### config.mk
export PLATFORM = sky130hd
export DESIGN_NAME = lss_seq
export DESIGN_NICKNAME = d
export VERILOG_FILES = /design/src/hw/rtl/lss_pkg.sv /design/src/hw/rtl/lss_seq.sv
export SDC_FILE = /design/constraint.sdc
export NUM_CORES = 1
export LEC_CHECK = 0
export ABC_AREA = 1
export BUFFER_PORTS_ARGS = -buffer_cell sky130_fd_sc_hd__buf_2
export CAP_MARGIN = 30
export CELL_PAD_IN_SITES_DETAIL_PLACEMENT = 1
export CELL_PAD_IN_SITES_GLOBAL_PLACEMENT = 2
export CORE_UTILIZATION = 32
export CTS_CLUSTER_SIZE = 10
export DETAILED_ROUTE_END_ITERATION = 8
export PLACE_DENSITY = 0.9
export SKIP_CTS_REPAIR_TIMING = 1
export SLEW_MARGIN = 20
export SYNTH_ARGS = -nofsm -noshare
export SYNTH_HDL_FRONTEND = slang
export SYNTH_SLANG_ARGS = --single-unit
export TNS_END_PERCENT = 50
### constraint.sdc
create_clock -name clock -period 2.35 [get_ports clock]
set_input_delay 0.47 -clock clock [delete_from_list [all_inputs] [get_ports clock]]
set_output_delay 0.47 -clock clock [all_outputs]
set_load 0.01 [all_outputs]
### src/hw/rtl/lss_pkg.sv
`timescale 1ns / 1ps
`default_nettype none

package lss_pkg;

   localparam int LEN_BITS    = 13;
   localparam int CNT_BITS    = 16;
   localparam int RESULT_BITS = 20;
   localparam int CSR_BITS    = 16;
   localparam int CSR_INDEX_BITS = 1;

   localparam int LINE_LENGTH_RESET = 4096;
   localparam logic [CNT_BITS-1:0] LINE_COUNT_RESET = 16'd1024;
   localparam int MIN_LINE_LENGTH = 3;
   localparam logic [CNT_BITS-1:0] MIN_LINE_COUNT = 16'd3;

   typedef enum logic [CSR_INDEX_BITS-1:0] {
      CSR_LINE_LENGTH = 1'b0,
      CSR_LINE_COUNT  = 1'b1
   } lss_csr_type;

   // per-item control that travels from the sequencer into the compute stage
   typedef struct packed {
      logic flush;   // last line drains from the middle store
      logic emit;    // item produces a result
      logic border;  // result is 2p
      logic last;    // final result of the frame
   } lss_op_type;

endpackage

`default_nettype wire

### src/hw/rtl/lss_seq.sv
`timescale 1ns / 1ps
`default_nettype none

module lss_seq import lss_pkg::*; #(
   parameter int MAX_LINE = 4096
) (
   input  wire logic                        clock,
   input  wire logic                        reset,
   input  wire logic                        csr_valid,
   input  wire logic [CSR_INDEX_BITS-1:0]   csr_index,
   input  wire logic [CSR_BITS-1:0]         csr_data,
   input  wire logic                        accept,
   input  wire logic                        kind,
   output logic                             load,
   output lss_op_type                       op,
   output logic      [$clog2(MAX_LINE)-1:0] pos,
   output logic      [$clog2(MAX_LINE)-1:0] right_addr
);

   localparam int AW = $clog2(MAX_LINE);
   localparam int RESET_LEN = (MAX_LINE < LINE_LENGTH_RESET) ? MAX_LINE : LINE_LENGTH_RESET;

   logic [AW-1:0]       len_last_ff, len_last_in;
   logic [CNT_BITS-1:0] cnt_ff, cnt_in;
   logic [AW-1:0]       pos_ff, pos_in;
   logic [CNT_BITS-1:0] line_ff, line_in;

   logic                flushing;
   logic                at_end;
   logic [31:0]         len_req;
   logic [31:0]         len_clamped;

   assign flushing = (line_ff >= cnt_ff);
   assign at_end   = (pos_ff == len_last_ff);

   assign op.flush  = flushing;
   assign op.emit   = flushing || (line_ff != '0);
   assign op.border = flushing || (line_ff == CNT_BITS'(1)) || (pos_ff == '0) || at_end;
   assign op.last   = flushing && at_end;

   assign load       = accept && (flushing || !kind);
   assign pos        = pos_ff;
   assign right_addr = at_end ? '0 : pos_ff + AW'(1);

   always_comb begin
      len_req = 32'(csr_data[LEN_BITS-1:0]);
      priority if (len_req < 32'(MIN_LINE_LENGTH)) begin
         len_clamped = 32'(MIN_LINE_LENGTH);
      end else if (len_req > 32'(MAX_LINE)) begin
         len_clamped = 32'(MAX_LINE);
      end else begin
         len_clamped = len_req;
      end
   end

   always_comb begin
      len_last_in = len_last_ff;
      cnt_in      = cnt_ff;
      pos_in      = pos_ff;
      line_in     = line_ff;
      if (csr_valid) begin
         // any register write restarts the frame
         pos_in  = '0;
         line_in = '0;
         unique case (lss_csr_type'(csr_index))
            CSR_LINE_LENGTH: len_last_in = AW'(len_clamped - 32'd1);
            CSR_LINE_COUNT: begin
               cnt_in = (csr_data[CNT_BITS-1:0] < MIN_LINE_COUNT) ? MIN_LINE_COUNT
                                                                  : csr_data[CNT_BITS-1:0];
            end
         endcase
      end else if (accept && (flushing || !kind)) begin
         pos_in = at_end ? '0 : pos_ff + AW'(1);
         if (at_end) begin
            line_in = flushing ? '0 : line_ff + CNT_BITS'(1);
         end
      end
   end

   always_ff @(posedge clock) begin
      if (reset) begin
         len_last_ff <= AW'(RESET_LEN - 1);
         cnt_ff      <= LINE_COUNT_RESET;
         pos_ff      <= '0;
         line_ff     <= '0;
      end else begin
         len_last_ff <= len_last_in;
         cnt_ff      <= cnt_in;
         pos_ff      <= pos_in;
         line_ff     <= line_in;
      end
   end

endmodule

`default_nettype wire

**After elaboration in Yosys (flattened, before gate mapping)**

Cells that the tools add are included.
Widths: inputs -> output; s select.

- Bitwise operators: 1
- $add $sub $neg: 3
- Reductions and logical operators: 14
- $lt $le $gt $ge: 4
- Multiplexer cells: 5
- Eq/ne operators: 2

Operator list:

| cell | number |
|---|---|
| $mux 12 | 3 |
| $mux 16 | 2 |
| $add 16x1->16 const B | 1 |
| $eq 16x1->1 const B | 1 |
| $ge 16x16->1 | 1 |
| $lt 16x2->1 const B | 1 |
| $reduce_bool 16->1 | 1 |
| $gt 13x13->1 const B | 1 |
| $lt 13x2->1 const B | 1 |
| $add 12x1->12 const B | 1 |
| $eq 12x12->1 | 1 |
| $logic_not 12->1 | 1 |
| $sub 12x1->12 const B | 1 |
| $reduce_and 2->1 | 3 |
| $logic_or 1x1->1 | 5 |
| $logic_and 1x1->1 | 2 |
| $reduce_or 2->1 | 1 |
| $logic_not 1->1 | 1 |
| $not 1->1 | 1 |

- Register bits after elaboration: 56
- Word-level logic and storage cells: 33
- Input bits: 22
- Output and inout bits: 29

**Depth between registers and ports, before layout**

Gate-level depths: netlist of the first run.

- Depth after elaboration: 4
- Mapped depth: 17
- Gate-level depth less buffers: 17

**Worst setup path before layout of the first run**

OpenSTA, ideal clock, no wires.

- Kind: register to output
- From: register line_ff[0]
- To: output port op[3] (netlist name)
- Cell stages (with the launch flop): 11
- Required time: 1.880 ns
- Path buffers: 2
- Slack: 0.300 ns
- Arrival: 1.580 ns
- Path through: dfxtp_1 inv_1 ha_1 nand4_1 nor2_1 nor2_1 nand2_1 nand2_1 nand2_1 buf_2 buf_4

- Word-level cells in the longest chain between the ends: 1

Ends and longest elaborated chain:

| element | line | RTL |
|---|---|---|
| from (decl) | lss_seq.sv:26 | `logic [CNT_BITS-1:0] line_ff, line_in;` |
| from (signal assigned) | lss_seq.sv:90 | `line_ff <= line_in;` |
| $ge 16x16->1 | lss_seq.sv:33 | `assign flushing = (line_ff >= cnt_ff);` |
| to (decl) | lss_seq.sv:15 | `output lss_op_type op,` |

Every way passes these cells.

==> results of run 1 <==
## through the flow
step / area [um2] / hold WS, ns
after CTS: 4550 / 0.440
final: 4980 / 0.438
after detailed placement: 4380 / 0.472
after global routing: 4980 / 0.452
after floorplan: 3900 / 0.445
after global placement: 4380 / 0.465
## cells in the mapped netlist (2+ instances only)
cell type and instances:
a211oi_1 6, a21oi_1 53, buf_2 7, buf_4 2
buf_6 3, clkbuf_1 8, dfxtp_1 56, ha_1 22
inv_1 77, inv_2 5, nand2_1 143, nand2_2 2
nand3_1 33, nand3_4 2, nand4_1 26, nor2_1 75
nor2_2 2, nor3_1 9, o21ai_0 32, xnor2_1 10
xor2_1 16
## sequential cells by signal (all words and copies together), names as in the netlist
| register | count |
|---|---|
| cnt_ff | 16 |
| pos | 12 |
| len_last_ff | 12 |
| line_ff | 16 |
## routing by layer
| layer | wire length, um | vias to the layer above |
|---|---|---|
| li1 | - | 2091 |
| met1 | 5990 | 2057 |
| met2 | 7310 | 84 |
| met3 | 390 | 21 |
| met4 | 331 | 0 |
| met5 | 0 | - |
## critical path: cells and delay by family (launching register included)
kind	cells	cell delay [ns]
fa+ha+maj	1	0.23
buf+inv	4	0.42
flops	1	0.32
simple gates	8	0.64
## cell type report
| type | instances | area [um2] |
|---|---|---|
| inverter | 82 | 310 |
| clock inverter | 2 | 38.8 |
| fill | 1511 | 6690 |
| tap | 143 | 179 |
| sequential | 56 | 1170 |
| clock buffer | 6 | 129 |
| timing repair buffer | 85 | 534 |
| multi-input combinational | 445 | 2610 |
## final timing paths
| check | startpoint | to | slack [ns] | cells past startpoint |
|---|---|---|---|---|
| setup / recovery | cnt_ff[5]$_SDFFE_PP0P_ | op[2] | -0.06 | 13 |
| setup reg to reg | cnt_ff[5]$_SDFFE_PP0P_ | line_ff[0]$_SDFFE_PP0P_ | 0.08 | 17 |
| hold / removal | csr_data[10] | cnt_ff[10]$_SDFFE_PP1P_ | 0.44 | 3 |
| hold reg to reg | cnt_ff[15]$_SDFFE_PP0P_ | cnt_ff[15]$_SDFFE_PP0P_ | 0.50 | 2 |
## report_power, final
group | switching, mW | internal (mW) | leakage, nW | total, mW
Combinational | 0.223 | 0.130 | 1.68 | 0.353
Clock | 0.379 | 0.509 | 0.0815 | 0.887
Sequential | 0.0253 | 0.980 | 0.473 | 1.01
## cells by family after synthesis
family	after synthesis	share of synthesized area, %
and+or+nand+nor	301	34.7
buffers and inverters	102	10.8
AOI/OAI and AO/OA	95	12.8
DFF	56	28.7
xor gates and xnor gates	26	5.84
adders and majority gates	22	7.06
==> reports/results.txt, run 1 <==
Worst Path Required = 1.88 ns
Post-DP HPWL = 9940 um
First-pass GRT wire length = 20,900 um
Hold WC Path Type = input port to flip-flop
Initial antenna violation count = 0
Num rows = 39
Critical Path Max Stage Delay = 0.32 ns
Most frequent CP cell = nand2_2
Die footprint = 12,600 um2
Fmax = 0.414 GHz
First-pass DRT Iterations = 5
GRT Residual Overflow = 0
P&R area growth vs syn = 27.6%
GPL Wtd Cong = 0.860
Via count = 4,253
Cell area after synthesis = 3900 um2
Core area = 11,700 um2
Clock Tree Buf Depth = 2
Synth top area cells = dfxtp_1 (29%), nand2_1 (14%), inv_1 (7.4%), nor2_1 (7.2%), ha_1 (7.1%)
Max Cap Viol = 0
Leak = 2.24 nW
Min cycle time layout = 2.41 ns
Fin. max-slew vios = 0
Crit-path max FO = 4
# nets final = 719
Post-synth top area cell = dfxtp_1
Initial core utilization = 33.4%
Cells after Synth = 602
Io pins = 51
Mapped Nets = 646
CTS Sinks = 56
Routing usage on met3 = 3.35%
Worst slew margin = 68.2%
Vias in the first global route = 4,139
Ys async rst share = 0%
Most frequent cells in the layout = nand2_1 (135), nor2_1 (72), inv_1 (62)
Setup ws final = -0.0644 ns
VDD IR max = 0.000267 V
Final Cycle Share = 103%
Fraction of layout cells with a size suffix above 1 = 27.8%
Worst Setup Path Type = flip-flop to primary output
Residual DRC = 0
Crit end category = primary output
Post-synthesis register bit count = 56
Die extent in x = 112 um
Worst-Margin Slew = 0.476 ns
Clk root buf = clkbuf_16
Setup_tns = -0.213 ns
Post-synthesis sequential area ratio = 28.7%
Most Crowded Layer GR = met2
1st-iter DRT viols = 230
CP max stage cell = dfxtp_2
Commonest non-fill, non-tap cell in the layout = nand2_1
Pre-CTS WS = 0.114 ns
Critical Path AT = 1.94 ns
CTS tree = yes
Largest net degree at the start of global routing = 25
# diodes = 0
I/O Buffers = 50
Startpoint type of the worst setup path = flip-flop
Power density cells = 451 nW/um2
Ys flop type = dfxtp_1
Post-synthesis cell type count = 34
Critical path cell sequence = inv_2 -> ha_4 -> nand2_2 -> inv_2 -> nand2_2 -> nor2_2 -> nor2_1 -> nand2_1 -> nand2_2 -> nand2_2 -> inv_2 -> nand4_1 -> buf_2
Clk_lat worst skew = 0.32 ns
# setup viols final = 5
EDFF count, synth = 0
Top-area cell type share of the netlist area = 28.7%
Met2 usage in global routing = 38.6%
RSZ-0062 raised after global routing = yes
Routed WL per cell = 17.1 um
Status = finished with violations
Gr usage total = 21.2%
Avg Cell Area, Syn = 6.48 um2
Cell Count Post-Placement = 797
Syn. warnings = 0
Final Hold Fails = 0
CTS HTree Levels = 2
Final WL = 14,000 um
Final total power = 2.25 mW
Post-layout util = 42.7%
TritonCTS Buffers = 5
Met1 Usage GRT = 25.1%
Clock transition at the registers of the reported paths = 0.07 ns
Clk_skew = 0.0118 ns
Die Height = 112 um
Non-Filler Instances = 819
Vias/cell = 5.19
Routed Antenna Nets = 0
Failing checks = setup timing
(Power assumes the default switching activity.)
==> run 2, diff against run 1 <==
CORE_MARGIN = 3   (was default)
SETUP_SLACK_MARGIN = 0.1   (was default)
==> run 2 against run 1 <==
Net effect:
- the flow still finishes with violations (setup timing)
- sequential share of layout area shrank 0.82 points
- combinational power up 3%
- first-iteration DRC count did not move
- total power up 2.1%
- sequential cell count is the same
- global-route usage decreased by 1.5 points
- routed wire length is 4.6% higher
- sequential power about the same
- cell count up 0.61%
- clock power rose by 4.1%
- count of clock-buffer cells in the layout up 1
- largest cell class unchanged
- largest power group unchanged
==> reports/results.txt, run 2 (synthesis gave the netlist of run 1 again) <==
Status = finished with violations
Failing checks = setup timing
Crit-path max FO = 3 (-1)
CP max stage cell = dfxtp_4
CTS tree = yes
Largest registers = cnt_ff: 16 flops, line_ff: 16 flops
RSZ-0062 raised after global routing = yes
Clock Tree Buf Depth = 2 (unchanged)
Critical Path Max Stage Delay = 0.36 ns (+0.04 ns)
Final Cycle Share = 104% (+1.6 points)
Largest net degree at the start of global routing = 22 (-12%)
Startpoint type of the worst setup path = flip-flop
Fmax = 0.408 GHz (-1.6%)
Die extent in x = 116 um (+3.6%)
Post-layout util = 44.5% (+1.8 points)
Core area = 11,700 um2 (unchanged)
Leak = 2.29 nW (+2.1%)
Final instance area = 5180 um2 (+4.2%)
# nets final = 724 (+0.70%)
First-pass GRT wire length = 21,300 um (+1.6%)
CTS HTree Levels = 2 (unchanged)
Final total power = 2.29 mW (+2.1%)
Setup_tns = -0.264 ns (-0.0511 ns)
GPL Wtd Cong = 0.842 (-2.1%)
# diodes = 0 (unchanged)
Min cycle time layout = 2.45 ns (+0.0380 ns)
Post-DP HPWL = 9930 um (about the same)
Via count = 4,362 (+2.6%)
First-pass DRT Iterations = 4 (-1)
Clk_lat worst skew = 0.30 ns (-0.02 ns)
Die footprint = 13,500 um2 (+7.2%)
Reg power frac = 43.8% (-1.0 points)
Crit end category = primary output
Fin. max-slew vios = 0 (unchanged)
Psw = 0.617 mW (-1.7%)
Worst Path Required = 1.88 ns (about the same)
Routed Antenna Nets = 0 (unchanged)
Commonest non-fill, non-tap cell in the layout = nand2_1
Clk root buf = clkbuf_16
Clk pwr share = 40.3% (+0.8 points)
Fraction of layout cells with a size suffix above 1 = 31.1% (+3.3 points)
Residual DRC = 0 (unchanged)
Critical path cell sequence = ha_4 -> nand2_2 -> inv_2 -> nand2_2 -> nor2_2 -> nor2_1 -> nand2_1 -> nand2_2 -> buf_6 -> nand3_4 -> nand2_4 -> inv_4 -> buf_6
Worst hold slack = 0.455 ns (+0.0174 ns)
P_int = 1.68 mW (+3.6%)
Die Height = 116 um (+3.6%)
Worst Setup Path Type = flip-flop to primary output
Initial core utilization = 33.4% (unchanged)
I/O Buffers = 50 (unchanged)
Most frequent CP cell = nand2_2
Hold WC Path Type = input port to flip-flop
Final Hold Fails = 0 (unchanged)
Comb pwr share = 15.9% (+0.2 points)
Final WL = 14,700 um (+4.6%)
Critical Path AT = 1.98 ns (+0.04 ns)
Io pins = 51 (unchanged)
Placed Area = 4400 um2 (+0.34%)
Clk_skew = 0.00985 ns (-0.00200 ns)
Power density cells = 442 nW/um2 (-2.0%)
Worst slew margin = 69.1% (+0.88 points)
Initial antenna violation count = 0 (unchanged)
Vias/cell = 5.29 (+1.9%)
VDD IR max = 0.000254 V (-4.9%)
Num rows = 39 (unchanged)
Routed WL per cell = 17.8 um (+4.0%)
Clock transition at the registers of the reported paths = 0.07 ns (about the same)
Gr usage total = 19.7% (-1.5 points)
Worst-Margin Slew = 0.463 ns (-0.0126 ns)
Vias in the first global route = 4,264 (+3.0%)
GRT Residual Overflow = 0 (unchanged)
Switch share = 26.9% (-1.0 points)
# setup viols final = 6 (+1)
TritonCTS Buffers = 5 (unchanged)
P&R area growth vs syn = 32.9%
1st-iter DRT viols = 230 (unchanged)
Max Cap Viol = 0 (unchanged)
Most frequent cells in the layout = nand2_1 (133), nor2_1 (70), inv_1 (61)
CTS Sinks = 56 (unchanged)
Setup ws final = -0.102 ns (-0.0380 ns)
-- run 2: changes by cell type in the layout (fill, tap and decap cells not counted), sizes merged --
cell    change
nand3       +1
buf         +4
inv         -1
clkbuf      +1
-- run 2: stage by stage --
stage,std cells,worst slack [ns]
global route,824,-0.202
CTS,807,-0.213
finish,824,-0.102
global placement,799,0.180
floorplan,602,0.300
detailed placement,799,0.133
-- run 2: critical path, delay by kind of cell (launching register included) --
kind / cells / cell delay (ns)
adder cells (fa/ha/maj): 1 / 0.25
flip-flops: 1 / 0.36
buffers and inverters: 4 / 0.32
AND/OR/NAND/NOR: 8 / 0.75
-- run 2: area by class of cell --
class / instances / area, um2
Inverter: 82 / 315
Fill cell: 1488 / 6480
Timing Repair Buffer: 89 / 593
Clock buffer: 7 / 153
Sequential cell: 56 / 1180
Multi-Input combinational cell: 446 / 2740
Clock inverter: 1 / 30.0
Tap cell: 143 / 179
-- run 2: power by group through the flow --
stage | sequential [mW] | combinational (mW) | clock (mW)
3_5_place_dp | 1.03 | 0.301 | 0
4_1_cts | 1.01 | 0.304 | 0.947
5_1_grt | 1.01 | 0.409 | 0.983
3_3_place_gp | 1.03 | 0.290 | 0
2_1_floorplan | 1.02 | 0.194 | 0
6_report | 1.00 | 0.365 | 0.923
-- run 2: per-layer routing --
metal / global-route usage, % / routed length, um / vias to the layer above
met4: 5.18 / 410 / 0
met3: 2.69 / 477 / 31
met1: 24.5 / 6110 / 2121
li1: - / - / 2110
met2: 35.4 / 7660 / 100
met5: 0 / 0 / -
-- run 2: worst paths after layout --
path	start	to	slack, ns	depth (start not counted)
min	csr_data[10]	cnt_ff[10]$_SDFFE_PP1P_	0.45	3
max reg2reg	cnt_ff[7]$_SDFFE_PP0P_	line_ff[8]$_SDFFE_PP0P_	-0.01	16
max	line_ff[7]$_SDFFE_PP0P_	load	-0.10	13
min reg2reg	len_last_ff[11]$_SDFFE_PP1P_	len_last_ff[11]$_SDFFE_PP1P_	0.49	2
