`config.mk`:
```
export PLATFORM = sky130hd
export DESIGN_NAME = lss_calc
export DESIGN_NICKNAME = d
export VERILOG_FILES = /design/src/hw/rtl/lss_pkg.sv /design/src/hw/rtl/lss_calc.sv
export SDC_FILE = /design/constraint.sdc
export NUM_CORES = 1
export LEC_CHECK = 0
export BUFFER_PORTS_ARGS = -buffer_cell sky130_fd_sc_hd__clkbuf_2
export CAP_MARGIN = 40
export CORE_AREA = 3 3 107 109
export DETAILED_ROUTE_END_ITERATION = 16
export DIE_AREA = 0 0 110 112
export PLACE_DENSITY = 0.74
export SETUP_SLACK_MARGIN = 0.05
export SYNTH_ARGS = -nofsm -noshare
export SYNTH_HDL_FRONTEND = slang
export SYNTH_SLANG_ARGS = --single-unit
```
`constraint.sdc`:
```
create_clock -name clock -period 14.1 [get_ports clock]
set_input_delay 2.82 -clock clock [delete_from_list [all_inputs] [get_ports clock]]
set_output_delay 2.82 -clock clock [all_outputs]
set_load 0.02 [all_outputs]
```
`src/hw/rtl/lss_pkg.sv`:
```
`timescale 1ns / 1ps
`default_nettype none

package lss_pkg;

   localparam int LEN_BITS    = 13;
   localparam int CNT_BITS    = 16;
   localparam int RESULT_BITS = 20;
   localparam int CSR_BITS    = 16;
   localparam int CSR_INDEX_BITS = 1;

   localparam int LINE_LENGTH_RESET = 4096;
   localparam logic [CNT_BITS-1:0] LINE_COUNT_RESET = 16'd1024;
   localparam int MIN_LINE_LENGTH = 3;
   localparam logic [CNT_BITS-1:0] MIN_LINE_COUNT = 16'd3;

   typedef enum logic [CSR_INDEX_BITS-1:0] {
      CSR_LINE_LENGTH = 1'b0,
      CSR_LINE_COUNT  = 1'b1
   } lss_csr_type;

   // per-item control that travels from the sequencer into the compute stage
   typedef struct packed {
      logic flush;   // last line drains from the middle store
      logic emit;    // item produces a result
      logic border;  // result is 2p
      logic last;    // final result of the frame
   } lss_op_type;

endpackage

`default_nettype wire

```
`src/hw/rtl/lss_calc.sv`:
```
`timescale 1ns / 1ps
`default_nettype none

module lss_calc import lss_pkg::*; #(
   parameter int MAX_LINE   = 4096,
   parameter int PIXEL_BITS = 16
) (
   input  wire logic                          clock,
   input  wire logic                          reset,
   input  wire logic                          load,
   input  wire lss_op_type                    op,
   input  wire logic [$clog2(MAX_LINE)-1:0]   pos,
   input  wire logic [PIXEL_BITS-1:0]         pixel,
   input  wire logic [PIXEL_BITS-1:0]         up,
   input  wire logic [PIXEL_BITS-1:0]         centre,
   input  wire logic [PIXEL_BITS-1:0]         right,
   output logic                               stage_free,
   output logic                               wr_en,
   output logic      [$clog2(MAX_LINE)-1:0]   wr_addr,
   output logic      [PIXEL_BITS-1:0]         wr_older,
   output logic      [PIXEL_BITS-1:0]         wr_middle,
   output logic                               rsp_valid,
   input  wire logic                          rsp_ready,
   output logic signed [RESULT_BITS-1:0]      rsp_value,
   output logic                               rsp_last
);

   localparam int AW = $clog2(MAX_LINE);
   localparam int CALC_W = (PIXEL_BITS + 4 > RESULT_BITS) ? PIXEL_BITS + 4 : RESULT_BITS;

   logic                          s1_valid_ff, s1_valid_in;
   lss_op_type                    s1_op_ff;
   logic [AW-1:0]                 s1_pos_ff;
   logic [PIXEL_BITS-1:0]         s1_pix_ff;
   logic [PIXEL_BITS-1:0]         left_ff;
   logic                          rsp_valid_ff, rsp_valid_in;
   logic signed [RESULT_BITS-1:0] rsp_value_ff;
   logic                          rsp_last_ff;

   logic                          out_free;
   logic                          s1_adv;
   logic signed [CALC_W-1:0]      c_ext;
   logic signed [CALC_W-1:0]      six_c;
   logic signed [CALC_W-1:0]      sum;
   logic signed [CALC_W-1:0]      result;

   assign out_free   = !rsp_valid_ff || rsp_ready;
   assign s1_adv     = s1_valid_ff && (!s1_op_ff.emit || out_free);
   assign stage_free = !s1_valid_ff || s1_adv;

   // write back on the way out of the stage; drained items leave the stores alone
   assign wr_en     = s1_adv && !s1_op_ff.flush;
   assign wr_addr   = s1_pos_ff;
   assign wr_older  = centre;
   assign wr_middle = s1_pix_ff;

   always_comb begin
      c_ext  = CALC_W'(centre);
      six_c  = (c_ext <<< 2) + (c_ext <<< 1);
      sum    = CALC_W'(up) + CALC_W'(s1_pix_ff) + CALC_W'(left_ff) + CALC_W'(right);
      result = s1_op_ff.border ? (c_ext <<< 1) : (six_c - sum);
   end

   always_comb begin
      s1_valid_in = s1_valid_ff;
      if (load) begin
         s1_valid_in = 1'b1;
      end else if (s1_adv) begin
         s1_valid_in = 1'b0;
      end
      rsp_valid_in = rsp_valid_ff;
      if (s1_adv && s1_op_ff.emit) begin
         rsp_valid_in = 1'b1;
      end else if (rsp_ready) begin
         rsp_valid_in = 1'b0;
      end
   end

   always_ff @(posedge clock) begin
      if (reset) begin
         s1_valid_ff  <= 1'b0;
         rsp_valid_ff <= 1'b0;
      end else begin
         s1_valid_ff  <= s1_valid_in;
         rsp_valid_ff <= rsp_valid_in;
      end
   end

   always_ff @(posedge clock) begin
      if (load) begin
         s1_op_ff  <= op;
         s1_pos_ff <= pos;
         s1_pix_ff <= pixel;
      end
      if (wr_en) begin
         left_ff <= centre;
      end
      if (s1_adv && s1_op_ff.emit) begin
         rsp_value_ff <= result[RESULT_BITS-1:0];
         rsp_last_ff  <= s1_op_ff.last;
      end
   end

   assign rsp_valid = rsp_valid_ff;
   assign rsp_value = rsp_value_ff;
   assign rsp_last  = rsp_last_ff;

   a_load_needs_room: assert property (@(posedge clock) disable iff (reset)
      load |-> stage_free) else $error("item loaded into occupied stage");

   a_load_occupies: assert property (@(posedge clock) disable iff (reset)
      load |=> s1_valid_ff) else $error("loaded item lost");

   a_emit_holds_on_stall: assert property (@(posedge clock) disable iff (reset)
      s1_valid_ff && s1_op_ff.emit && rsp_valid_ff && !rsp_ready |-> !wr_en && !stage_free)
      else $error("result stage advanced into a full output register");

   a_last_only_on_flush: assert property (@(posedge clock) disable iff (reset)
      s1_adv && s1_op_ff.last |-> s1_op_ff.flush && !wr_en)
      else $error("frame end outside the drain phase");

endmodule

`default_nettype wire

```
# Word level (Yosys, flattened, before mapping)
# Cells that the tools add are included.
# W data, S select, Z words.
[op_classes]
add_sub_neg = 5
n_mux = 5
n_reduce_logical = 12
[ops]
columns = ["cell", "count"]
rows = [
  ["$sub A19 B19 Y20", 1],
  ["$add A18 B16 Y19", 1],
  ["$add A18 B17 Y19", 1],
  ["$add A17 B16 Y18", 1],
  ["$add A16 B16 Y17", 1],
  ["$mux W17", 1],
  ["$logic_not A1 Y1", 4],
  ["$mux W1", 4],
  ["$reduce_bool A2 Y1", 2],
  ["$logic_and A1 B1 Y1", 3],
  ["$logic_or A1 B1 Y1", 3],
]
[totals]
register_bits = 71
in_bits = 84
output_inout_bits = 68

# Logic depth before layout (Yosys ltp)
# Gate-level depths: netlist of the first run.
[logic_depth]
depth_word = 6
depth_mapped = 13
depth_no_buf = 13

# Least setup slack after synthesis of the first run
# OpenSTA, ideal clock, no wires.
[synth_path]
path_kind = "input -> output"
from = "input rsp_ready"
to = "output wr_en"
t_arrival_ps = 4012
t_required_ps = 11280
setup_slack_ps = 7268
stages = 2
path_buffers = 0
cell_sequence = "nor2b_1 a21oi_1"
[synth_between]
elab_chain_len = 4
[synth_rtl]
columns = ["item", "line", "rtl"]
rows = [
  ["start: declaration", "lss_calc.sv:23", "input wire logic rsp_ready,"],
  ["$logic_or A1 B1 Y1", "lss_calc.sv:47", "assign out_free = !rsp_valid_ff || rsp_ready;"],
  ["$logic_or A1 B1 Y1", "lss_calc.sv:48", "assign s1_adv = s1_valid_ff && (!s1_op_ff.emit || out_free);"],
  ["$logic_and A1 B1 Y1", "lss_calc.sv:48", ""],
  ["$logic_and A1 B1 Y1", "lss_calc.sv:52", "assign wr_en = s1_adv && !s1_op_ff.flush;"],
  ["end: declaration", "lss_calc.sv:18", "output logic wr_en,"],
]
# Every way passes these cells.

# Final worst setup path of the first run
# Same ends and word-level chain as after synthesis.

==> results of run 1 <==
## worst register-to-register path, cell delays in order (launching register included)
cell and delay [ns]:
edfxtp_1 0.39, inv_1 0.09, fa_1 0.45, fa_1 0.55, inv_1 0.05, fa_1 0.52
inv_1 0.04, ha_1 0.43, a41o_2 0.30, a221o_1 0.38, a21o_4 0.22, a311oi_1 0.30
mux2_2 0.37
## state kept, by name (all words and copies together) (netlist names)
| name | cells |
|---|---|
| rsp_last | 1 |
| rsp_value | 20 |
| wr_addr | 12 |
| s1_op_ff | 4 |
| rsp_valid | 1 |
| wr_middle | 16 |
| left_ff | 16 |
| s1_valid_ff | 1 |
## power groups by stage
stage | sequential, mW | combinational, mW | clock (mW)
5_1_grt | 0.270 | 0.711 | 0.176
4_1_cts | 0.268 | 0.632 | 0.167
2_1_floorplan | 0.290 | 0.461 | 0
3_5_place_dp | 0.273 | 0.629 | 0
3_3_place_gp | 0.273 | 0.619 | 0
6_report | 0.268 | 0.630 | 0.163
## cell families after synthesis
family                     Yosys count  synth area share [%]
AOI/OAI and AO/OA                   79                 10.67
xor gates and xnor gates             8                 1.322
adders and majority gates           85                 28.71
buffers and inverters              145                 11.43
DFF                                 71                 39.85
muxes                                5                 1.015
and+or+nand+nor                     74                 7.012
## how the worst max path moves through the flow
stage              start            end  slack [ns]
6_report       rsp_ready          wr_en        7.59
3_5_place_dp    right[7]  rsp_value[17]        7.24
5_1_grt         right[7]  rsp_value[14]        7.44
4_1_cts        rsp_ready          wr_en        7.57
2_1_floorplan  rsp_ready          wr_en        7.27
3_3_place_gp    right[7]  rsp_value[17]        7.28
## synthesized netlist by cell type, types with 2 or more instances
cell       count
mux2i_1        2
nand3_1       10
a22oi_1        2
fa_1          61
a31oi_1        2
o21ai_0       13
and2_1         4
a2111oi_2      2
buf_4         16
o22ai_1        4
nor3_1        10
xor2_1         2
nor2b_1        5
nand2_1       20
a221o_1        2
dfxtp_1        2
inv_1        120
o21a_1         2
clkbuf_1       7
edfxtp_1      69
a21oi_1       18
xnor2_1        6
ha_1          24
mux2_2         2
nor2_1        11
and3_1         5
a2111oi_0      4
a21o_1         8
a211oi_1       4
o211ai_1       2
a221oi_1       2
## per-stage QoR
stage	util, %	instance area, sq um	cells	power (mW)	setup WS (ns)
4_1_cts	58.99	6311	752	1.068	7.570
5_1_grt	58.99	6311	752	1.157	7.443
3_3_place_gp	57.06	6105	736	0.8920	7.279
2_1_floorplan	-	5300	467	0.7507	7.268
3_5_place_dp	57.25	6125	737	0.9017	7.244
6_report	58.99	6311	752	1.061	7.590
## metal layers
metal / vias to the layer above / routed length (microns)
met3: 17 / 698
met2: 149 / 5541
met1: 1783 / 4715
li1: 1823 / -
met4: 0 / 210
met5: - / 0
## layout make-up
type / count / area (sq um) / share of cell area, %
clock inverter: 6 / 62.56 / 0.9913
clock buffer: 9 / 123.9 / 1.963
inverter: 120 / 450.4 / 7.137
timing repair buffer: 155 / 798.3 / 12.65
multi-input combinational: 251 / 2589 / 41.02
tap: 140 / 175.2 / 2.776
sequential: 71 / 2112 / 33.47
==> flow_metrics.env, run 1 <==
export IMPL_rr_startpoint="wr_middle[7]"
export IMPL_regToRegEndpoint="rsp_value[17]"
export IMPL_clock_skew_ns=0.01562
export IMPL_clkLatencyLatePin_ns=0.37
export IMPL_netlist_instances=467
export IMPL_cp_num_cells=5
export IMPL_grt_overflow_total=0
export IMPL_vdd_drop_max_mv=0.07664
export IMPL_cts_resized_gates=0
export IMPL_syn_mean_instance_area_sq_um=11.35
export IMPL_slew_headroom_pct=53.13
export IMPL_total_switching_power_uw=461.2
export IMPL_power_density_nw_per_um2=168.2
export IMPL_dieHeight_microns=112
export IMPL_final_layout_size_suffix_gt1_share_pct=29.90
export IMPL_hold_path_endpoint="rsp_last"
export IMPL_use_met1_pct=24.75
export IMPL_grt_pass1_wl_microns=18260
export IMPL_worst_setup_path_end_kind="primary output"
export IMPL_clk_root_buffer_cell="clkbuf_8"
export IMPL_path_clk_slew_ns=0.08
export IMPL_layout_common_cells="clkbuf_2, inv_1, edfxtp_1"
export IMPL_yosysUniqueCellTypes=57
export IMPL_synth_edf_count=69
export IMPL_synth_yosys_seq_area_share_pct=39.85
export IMPL_internal_power_uw=600.1
export IMPL_post_synthesis_instance_area_sq_um=5300
export IMPL_crit_arrival_ns=3.69
export IMPL_final_net_count=777
export IMPL_detail_route_wl_per_cell_microns=14.85
export IMPL_setup_viol_count_final=0
export IMPL_ctsLongestPathBuffers=2
export IMPL_yosys_area_top_type_share_pct=39.09
export IMPL_yosys_most_used_dff="edfxtp_1"
export IMPL_core_rowCount=38
export IMPL_ctsHtreeMaxLevel=3
export IMPL_globalRouteMet3Util_pct=3.304
export IMPL_largest_net_degree_at_the_start_of_global_routing=39
export IMPL_timing_fmax_mhz=153.6
export IMPL_rsz0062_at_grt="no"
export IMPL_drt_pre_antenna_iters=4
export IMPL_port_buffer_count=151
export IMPL_final_hold_viol_count=0
export IMPL_fraction_of_power_consumed_by_combinational_cells_pct=59.4
export IMPL_buf_inv_stages_crit_path=3
export IMPL_finalCritPeriodShare_pct=46.17
export IMPL_global_route_usage_total_pct=19.25
export IMPL_core_area_sq_um=10700
export IMPL_layout_cells_most_common="clkbuf_2"
export IMPL_gp_congestion=0.8352
export IMPL_crit_path_max_fanout=17
export IMPL_wirelength_microns=11170
export IMPL_cts_setup_buffers=0
export IMPL_num_io_pins=152
export IMPL_worst_setup_sp_type="primary input"
export IMPL_grt_pass1_vias=3892
export IMPL_fin_setup_tns_ns=0
export IMPL_tritoncts_num_buffers=9
export IMPL_remaining_drc_errors=0
export IMPL_detailed_place_hpwl_microns=8991
export IMPL_path_class="primary input to primary output"
export IMPL_crit_path_cell_trace="clkbuf_2 > nor2b_1 > a21oi_2 > buf_4 > clkbuf_2"
export IMPL_met2_usage_pct=32.28
export IMPL_flow_area_growth_from_synthesis_pct=19.07
export IMPL_period_needed_ns=6.510
export IMPL_design_die_area_sq_um=12320
export IMPL_critical_path_slowest_cell="nor2b_1"
export IMPL_hold_path_startpoint="s1_op_ff[0]"
export IMPL_sw_frac_of_total_pct=43.46
export IMPL_via_count=3772
export IMPL_ctsHoldBuffers=0
export IMPL_min_delay_worst_type="flop to flop"
export IMPL_cts_num_sinks=71
export IMPL_hold_slack_ns=0.4289
export IMPL_fp_dieW_microns=110
export IMPL_avgViaCountPerCell=5.016
export IMPL_worstHoldPathCells=0
export IMPL_r2r_cells=12
export IMPL_postSynthRegisterBits=71
export IMPL_fill_cells=925
export IMPL_async_reset_ff_share_pct=0
export IMPL_synth_area_top_cells="edfxtp_1, fa_1, inv_1"
export IMPL_cts_tree="built"
export IMPL_yosysTopAreaCell="edfxtp_1"
export IMPL_n_antenna_cell=0
export IMPL_timing_max_cap_violations=0
export IMPL_seq_power_share_pct=25.2
export IMPL_worst_r2r_setup_slack_ns=9.77
export IMPL_dr_first_iter_drc_count=194
export IMPL_report_final_slew_viol_count=0
export IMPL_crit_top_cell="clkbuf_2"
export IMPL_start_util_pct=49.54
export IMPL_synth_warning_count=0
export IMPL_p_leak_nw=3.073
export IMPL_antenna_found_initial=0
export IMPL_clkPwrFrac_pct=15.4
export IMPL_cp_data_required_time_ns=11.28
export IMPL_run_status="finished, final reports clean"
export IMPL_cp_top_family="buffers and inverters"
export IMPL_syn_nets=636
export IMPL_tightestPinTransition_ns=0.7030
export IMPL_busiest_metal_layer_after_global_routing="met2"
export IMPL_route_antenna_remaining_nets=0
export IMPL_crit_path_max_incr_delay_ns=0.28
Power figures use the tool's default switching activity.
==> inputs of run 2 (changes only) <==
clock period = 6.7 ns   (was 14.1 ns; I/O delays follow)
==> flow_metrics.env, run 2 (synthesis results as in run 1) <==
export IMPL_core_area_sq_um=10700
export IMPL_detail_route_wl_per_cell_microns=15.16
export IMPL_largest_net_degree_at_the_start_of_global_routing=39
export IMPL_ctsLongestPathBuffers=2
export IMPL_rr_startpoint="wr_middle[7]"
export IMPL_final_core_util_pct=59.47
export IMPL_clkPwrFrac_pct=18.2
export IMPL_start_util_pct=49.54
export IMPL_slew_headroom_pct=52.81
export IMPL_cts_resized_gates=0
export IMPL_n_antenna_cell=0
export IMPL_worst_setup_sp_type="primary input"
export IMPL_layout_cells_most_common="clkbuf_2"
export IMPL_run_status="finished, final reports clean"
export IMPL_timing_fmax_mhz=200.3
export IMPL_internal_power_mw=1.344
export IMPL_rsz0062_at_grt="no"
export IMPL_num_io_pins=152
export IMPL_min_delay_worst_type="flop to flop"
export IMPL_final_net_count=777
export IMPL_tritoncts_num_buffers=9
export IMPL_crit_path_max_fanout=11
export IMPL_seq_power_share_pct=24.4
export IMPL_clk_root_buffer_cell="clkbuf_8"
export IMPL_route_antenna_remaining_nets=0
export IMPL_path_clk_slew_ns=0.08
export IMPL_hold_slack_ns=0.4252
export IMPL_wirelength_microns=11420
export IMPL_gp_congestion=0.8341
export IMPL_path_class="primary input to flop"
export IMPL_p_leak_nw=3.097
export IMPL_drt_pre_antenna_iters=5
export IMPL_clock_skew_ns=0.01198
export IMPL_grt_overflow_total=0
export IMPL_cts_num_sinks=71
export IMPL_ctsHtreeMaxLevel=3
export IMPL_global_route_usage_total_pct=19.81
export IMPL_cts_setup_buffers=0
export IMPL_power_density_nw_per_um2=363.7
export IMPL_crit_arrival_ns=5.11
export IMPL_total_switching_power_uw=970.3
export IMPL_layout_common_cells="clkbuf_2, inv_1, edfxtp_1"
export IMPL_fp_dieW_microns=110
export IMPL_dieHeight_microns=112
export IMPL_worst_setup_path_end_kind="flop"
export IMPL_timing_max_cap_violations=0
export IMPL_fill_cells=905
export IMPL_clkLatencyLatePin_ns=0.36
export IMPL_seq_area_sq_um=2112
export IMPL_grt_pass1_wl_microns=18760
export IMPL_hold_path_startpoint="s1_op_ff[0]"
export IMPL_design_die_area_sq_um=12320
export IMPL_final_hold_viol_count=0
export IMPL_grt_pass1_vias=4078
export IMPL_finalCritPeriodShare_pct=74.52
export IMPL_via_count=3805
export IMPL_port_buffer_count=151
export IMPL_antenna_found_initial=0
export IMPL_multiInputGateArea_sq_um=2589
export IMPL_cts_tree="built"
export IMPL_detailed_place_hpwl_microns=9185
export IMPL_remaining_drc_errors=0
export IMPL_place_ws_ns=1.325
export IMPL_avgViaCountPerCell=5.053
export IMPL_setup_viol_count_final=0
export IMPL_fin_setup_tns_ns=0
export IMPL_ctsHoldBuffers=0
export IMPL_sw_frac_of_total_pct=41.93
export IMPL_vdd_drop_max_mv=0.1527
export IMPL_fraction_of_power_consumed_by_combinational_cells_pct=57.4
export IMPL_largest_register_ff_count=20
export IMPL_final_layout_size_suffix_gt1_share_pct=30.02
export IMPL_dr_first_iter_drc_count=110
export IMPL_tightestPinTransition_ns=0.7078
export IMPL_postLayoutSetupSlackWorst_ns=1.707
export IMPL_total_power_mw=2.314
export IMPL_flow_area_growth_from_synthesis_pct=20.04
export IMPL_startpoint="right[7]"
export IMPL_cp_data_required_time_ns=6.81
export IMPL_core_rowCount=38
export IMPL_period_needed_ns=4.993
export IMPL_report_final_slew_viol_count=0
## run 2: cell types whose count changed in the layout (fill, tap and decap cells not counted)
cell,change
bufinv_16,+2
clkbuf_1,+1
clkinv_1,-1
clkinv_4,-1
## run 2: stage by stage
stage,instance area (sq um),instances
after floorplan,5300,467
after global placement,6105,736
after detailed placement,6125,737
after CTS,6362,753
after global routing,6362,753
final,6362,753
## run 2: layout make-up
type	count	area share (%)
Clock buffer	10	2.006
Inverter	120	7.080
Multi-Input combinational cell	251	40.69
Timing Repair Buffer	155	12.55
Tap cell	140	2.753
Sequential cell	71	33.20
Clock inverter	6	1.731
## run 2: power by group through the flow
| stage | clock (mW) | sequential [mW] | combinational [mW] |
|---|---|---|---|
| 5_1_grt | 0.449 | 0.568 | 1.50 |
| 3_3_place_gp | 0 | 0.574 | 1.30 |
| 3_5_place_dp | 0 | 0.575 | 1.33 |
| 4_1_cts | 0.432 | 0.565 | 1.34 |
| 2_1_floorplan | 0 | 0.609 | 0.970 |
| 6_report | 0.421 | 0.564 | 1.33 |
## run 2: worst max-delay path, cell delays in order
cell and delay [ns]:
clkbuf_2 0.08, inv_1 0.04, fa_1 0.51, fa_1 0.55, inv_1 0.05, fa_1 0.53
inv_1 0.04, ha_1 0.43, a41o_2 0.30, a221o_1 0.38, a21o_4 0.22, a311oi_1 0.27
mux2_2 0.36
## run 2: final timing paths
check                        to  slack [ns]  depth (start not counted)
setup / recovery  rsp_value[17]        1.71                         13
hold / removal         rsp_last        0.43                          0
setup reg to reg  rsp_value[17]        2.38                         12
hold reg to reg        rsp_last        0.43                          0
## run 2: routing by layer
layer | up-vias | track usage [%] | wire length [microns]
li1 | 1817 | - | -
met1 | 1842 | 23.75 | 4650
met2 | 129 | 34.87 | 5841
met3 | 17 | 3.710 | 725
met4 | 0 | 7.398 | 198
met5 | - | 0 | 0
==> inputs of run 3 (changes only) <==
ABC_AREA = 1   (was default)
CORE_AREA = 3 3 111 113   (was 3 3 107 109)
DIE_AREA = 0 0 114 116   (was 0 0 110 112)
PLACE_DENSITY = 0.73   (was 0.74)
clock period = 4.5 ns   (was 6.7 ns; I/O delays follow)
==> flow_metrics.env, run 3 <==
export IMPL_run_status="finished, final reports clean"
export IMPL_wirelength_microns=11750
export IMPL_rsz0062_at_grt="no"
export IMPL_largest_register_ff_count=20
export IMPL_setup_viol_count_final=0
export IMPL_synth_area_top_cells="edfxtp_1, fa_1, inv_1"
export IMPL_cts_num_sinks=71
export IMPL_hold_path_endpoint="rsp_last"
export IMPL_design_die_area_sq_um=13220
export IMPL_grt_overflow_total=0
export IMPL_avgViaCountPerCell=4.592
export IMPL_yosysUniqueCellTypes=29
export IMPL_ctsLongestPathBuffers=2
export IMPL_timing_max_cap_violations=0
export IMPL_hold_path_startpoint="s1_op_ff[0]"
export IMPL_top_count_cell_post_synth="inv_1"
export IMPL_drt_pre_antenna_iters=4
export IMPL_gp_congestion=0.7955
export IMPL_ctsHtreeMaxLevel=3
export IMPL_num_io_pins=152
export IMPL_post_synthesis_instance_area_sq_um=5434
export IMPL_cp_data_required_time_ns=4.58
export IMPL_n_antenna_cell=0
export IMPL_finalCritPeriodShare_pct=86.26
export IMPL_place_area_sq_um=6285
export IMPL_antenna_found_initial=0
export IMPL_tightestPinTransition_ns=0.7333
export IMPL_yosys_most_used_dff="edfxtp_1"
export IMPL_worst_setup_path_end_kind="flop"
export IMPL_ctsHoldBuffers=0
export IMPL_clk_root_buffer_cell="clkbuf_16"
export IMPL_timing_fmax_mhz=257.6
export IMPL_via_count=3940
export IMPL_met1_length_microns=4753
export IMPL_netlist_instances=564
export IMPL_slew_headroom_pct=51.12
export IMPL_port_buffer_count=151
export IMPL_layout_common_cells="inv_1, clkbuf_2, nand2_1"
export IMPL_final_hold_viol_count=0
export IMPL_final_layout_size_suffix_gt1_share_pct=27.13
export IMPL_grt_pass1_wl_microns=19430
export IMPL_flow_area_growth_from_synthesis_pct=21.51
export IMPL_met3WireLength_microns=708
export IMPL_tritoncts_num_buffers=9
export IMPL_vdd_drop_max_mv=0.2756
export IMPL_fp_dieW_microns=114
export IMPL_cts_tree="built"
export IMPL_path_class="primary input to flop"
export IMPL_worst_r2r_setup_slack_ns=0.90
export IMPL_largest_net_degree_at_the_start_of_global_routing=23
export IMPL_yosysTopAreaCell="edfxtp_1"
export IMPL_worstHoldPathCells=0
export IMPL_path_clk_slew_ns=0.06
export IMPL_p_leak_nw=3.469
export IMPL_core_area_sq_um=11420
export IMPL_grt_pass1_vias=4181
export IMPL_final_design_area_no_fill_sq_um=6603
export IMPL_remaining_drc_errors=0
export IMPL_r2r_cells=15
export IMPL_synth_edf_count=69
export IMPL_cts_setup_buffers=0
export IMPL_layout_cells_most_common="inv_1"
export IMPL_min_delay_worst_type="flop to flop"
export IMPL_synth_yosys_seq_area_share_pct=38.87
export IMPL_clkLatencyLatePin_ns=0.34
export IMPL_clock_skew_ns=0.01002
export IMPL_highest_layer="met4"
export IMPL_yosys_area_top_type_share_pct=38.13
export IMPL_rr_startpoint="wr_middle[6]"
export IMPL_syn_nets=733
export IMPL_crit_path_max_fanout=5
export IMPL_fin_setup_tns_ns=0
export IMPL_dr_first_iter_drc_count=131
export IMPL_cts_resized_gates=0
export IMPL_detailed_place_hpwl_microns=9910
export IMPL_async_reset_ff_share_pct=0
export IMPL_postSynthRegisterBits=71
export IMPL_start_util_pct=47.59
export IMPL_final_net_count=879
export IMPL_place_ws_ns=0.2418
export IMPL_regToRegEndpoint="rsp_value[16]"
export IMPL_synth_warning_count=0
export IMPL_global_route_usage_total_pct=19.08
export IMPL_worst_setup_sp_type="primary input"
export IMPL_route_antenna_remaining_nets=0
export IMPL_crit_arrival_ns=3.96
export IMPL_detail_route_wl_per_cell_microns=13.70
export IMPL_route_met2_wl_microns=6113
export IMPL_power_density_nw_per_um2=538.7
export IMPL_syn_mean_instance_area_sq_um=9.635
export IMPL_yosys_top_cells_count="inv_1, nand2_1, edfxtp_1"
export IMPL_report_final_slew_viol_count=0
export IMPL_core_rowCount=39
export IMPL_postLayoutSetupSlackWorst_ns=0.6183
export IMPL_dieHeight_microns=116
export IMPL_period_needed_ns=3.882
## run 3: cell type report
type | count | area (sq um)
clock buffers | 11 | 232.7
clock inverters | 5 | 85.08
fillers | 1055 | 4816
inverters | 158 | 593.1
multi-input cells | 316 | 2595
flip-flops and latches | 71 | 2112
well taps | 143 | 178.9
repair buffers | 154 | 805.8
## run 3: critical path, stage by stage
cell	delay, ns
clkbuf_2	0.08
inv_1	0.05
fa_1	0.50
fa_1	0.56
inv_1	0.06
fa_1	0.53
inv_1	0.04
ha_1	0.35
nand2_2	0.17
inv_1	0.05
a21oi_1	0.17
nand2_2	0.11
nand2_1	0.11
nand3b_1	0.09
nand3_1	0.11
nand2_1	0.07
## run 3: power by group
group	internal, mW	switching [mW]
registers	0.811	0.0217
logic	0.719	1.24
clock network	0.487	0.276
## run 3: how the worst max path moves through the flow
| stage | start | to | slack [ns] | cells past startpoint |
|---|---|---|---|---|
| final | right[6] | rsp_value[16] | 0.62 | 16 |
| after global placement | right[6] | rsp_value[16] | 0.24 | 17 |
| after global routing | right[6] | rsp_value[16] | 0.39 | 16 |
| after CTS | right[6] | rsp_value[16] | 0.59 | 16 |
| after detailed placement | right[6] | rsp_value[16] | 0.24 | 17 |
| after floorplan | right[6] | rsp_value[8] | 0.64 | 14 |
## run 3: kinds of logic after synthesis
logic type | synth area share [%]
compound gates | 2.349
xor+xnor | 0.3224
fa+ha+maj | 28.00
buf+inv | 13.42
flops | 38.87
simple gates | 17.04
## run 3: routing by layer
layer | vias to the layer above | global-route usage [%]
met5 | - | 0
met1 | 1810 | 22.71
met3 | 15 | 4.021
met2 | 127 | 34.62
met4 | 0 | 6.097
li1 | 1988 | -
## run 3: stage by stage
step | instances | hold slack (ns) | utilization, % | power (mW)
6_report | 858 | 0.4346 | 57.82 | 3.557
5_1_grt | 858 | 0.4475 | 57.82 | 3.931
4_1_cts | 858 | 0.4409 | 57.82 | 3.614
3_5_place_dp | 842 | 0.4276 | 55.04 | 2.826
3_3_place_gp | 840 | 0.4041 | 54.67 | 2.797
2_1_floorplan | 564 | 0.4003 | - | 2.338
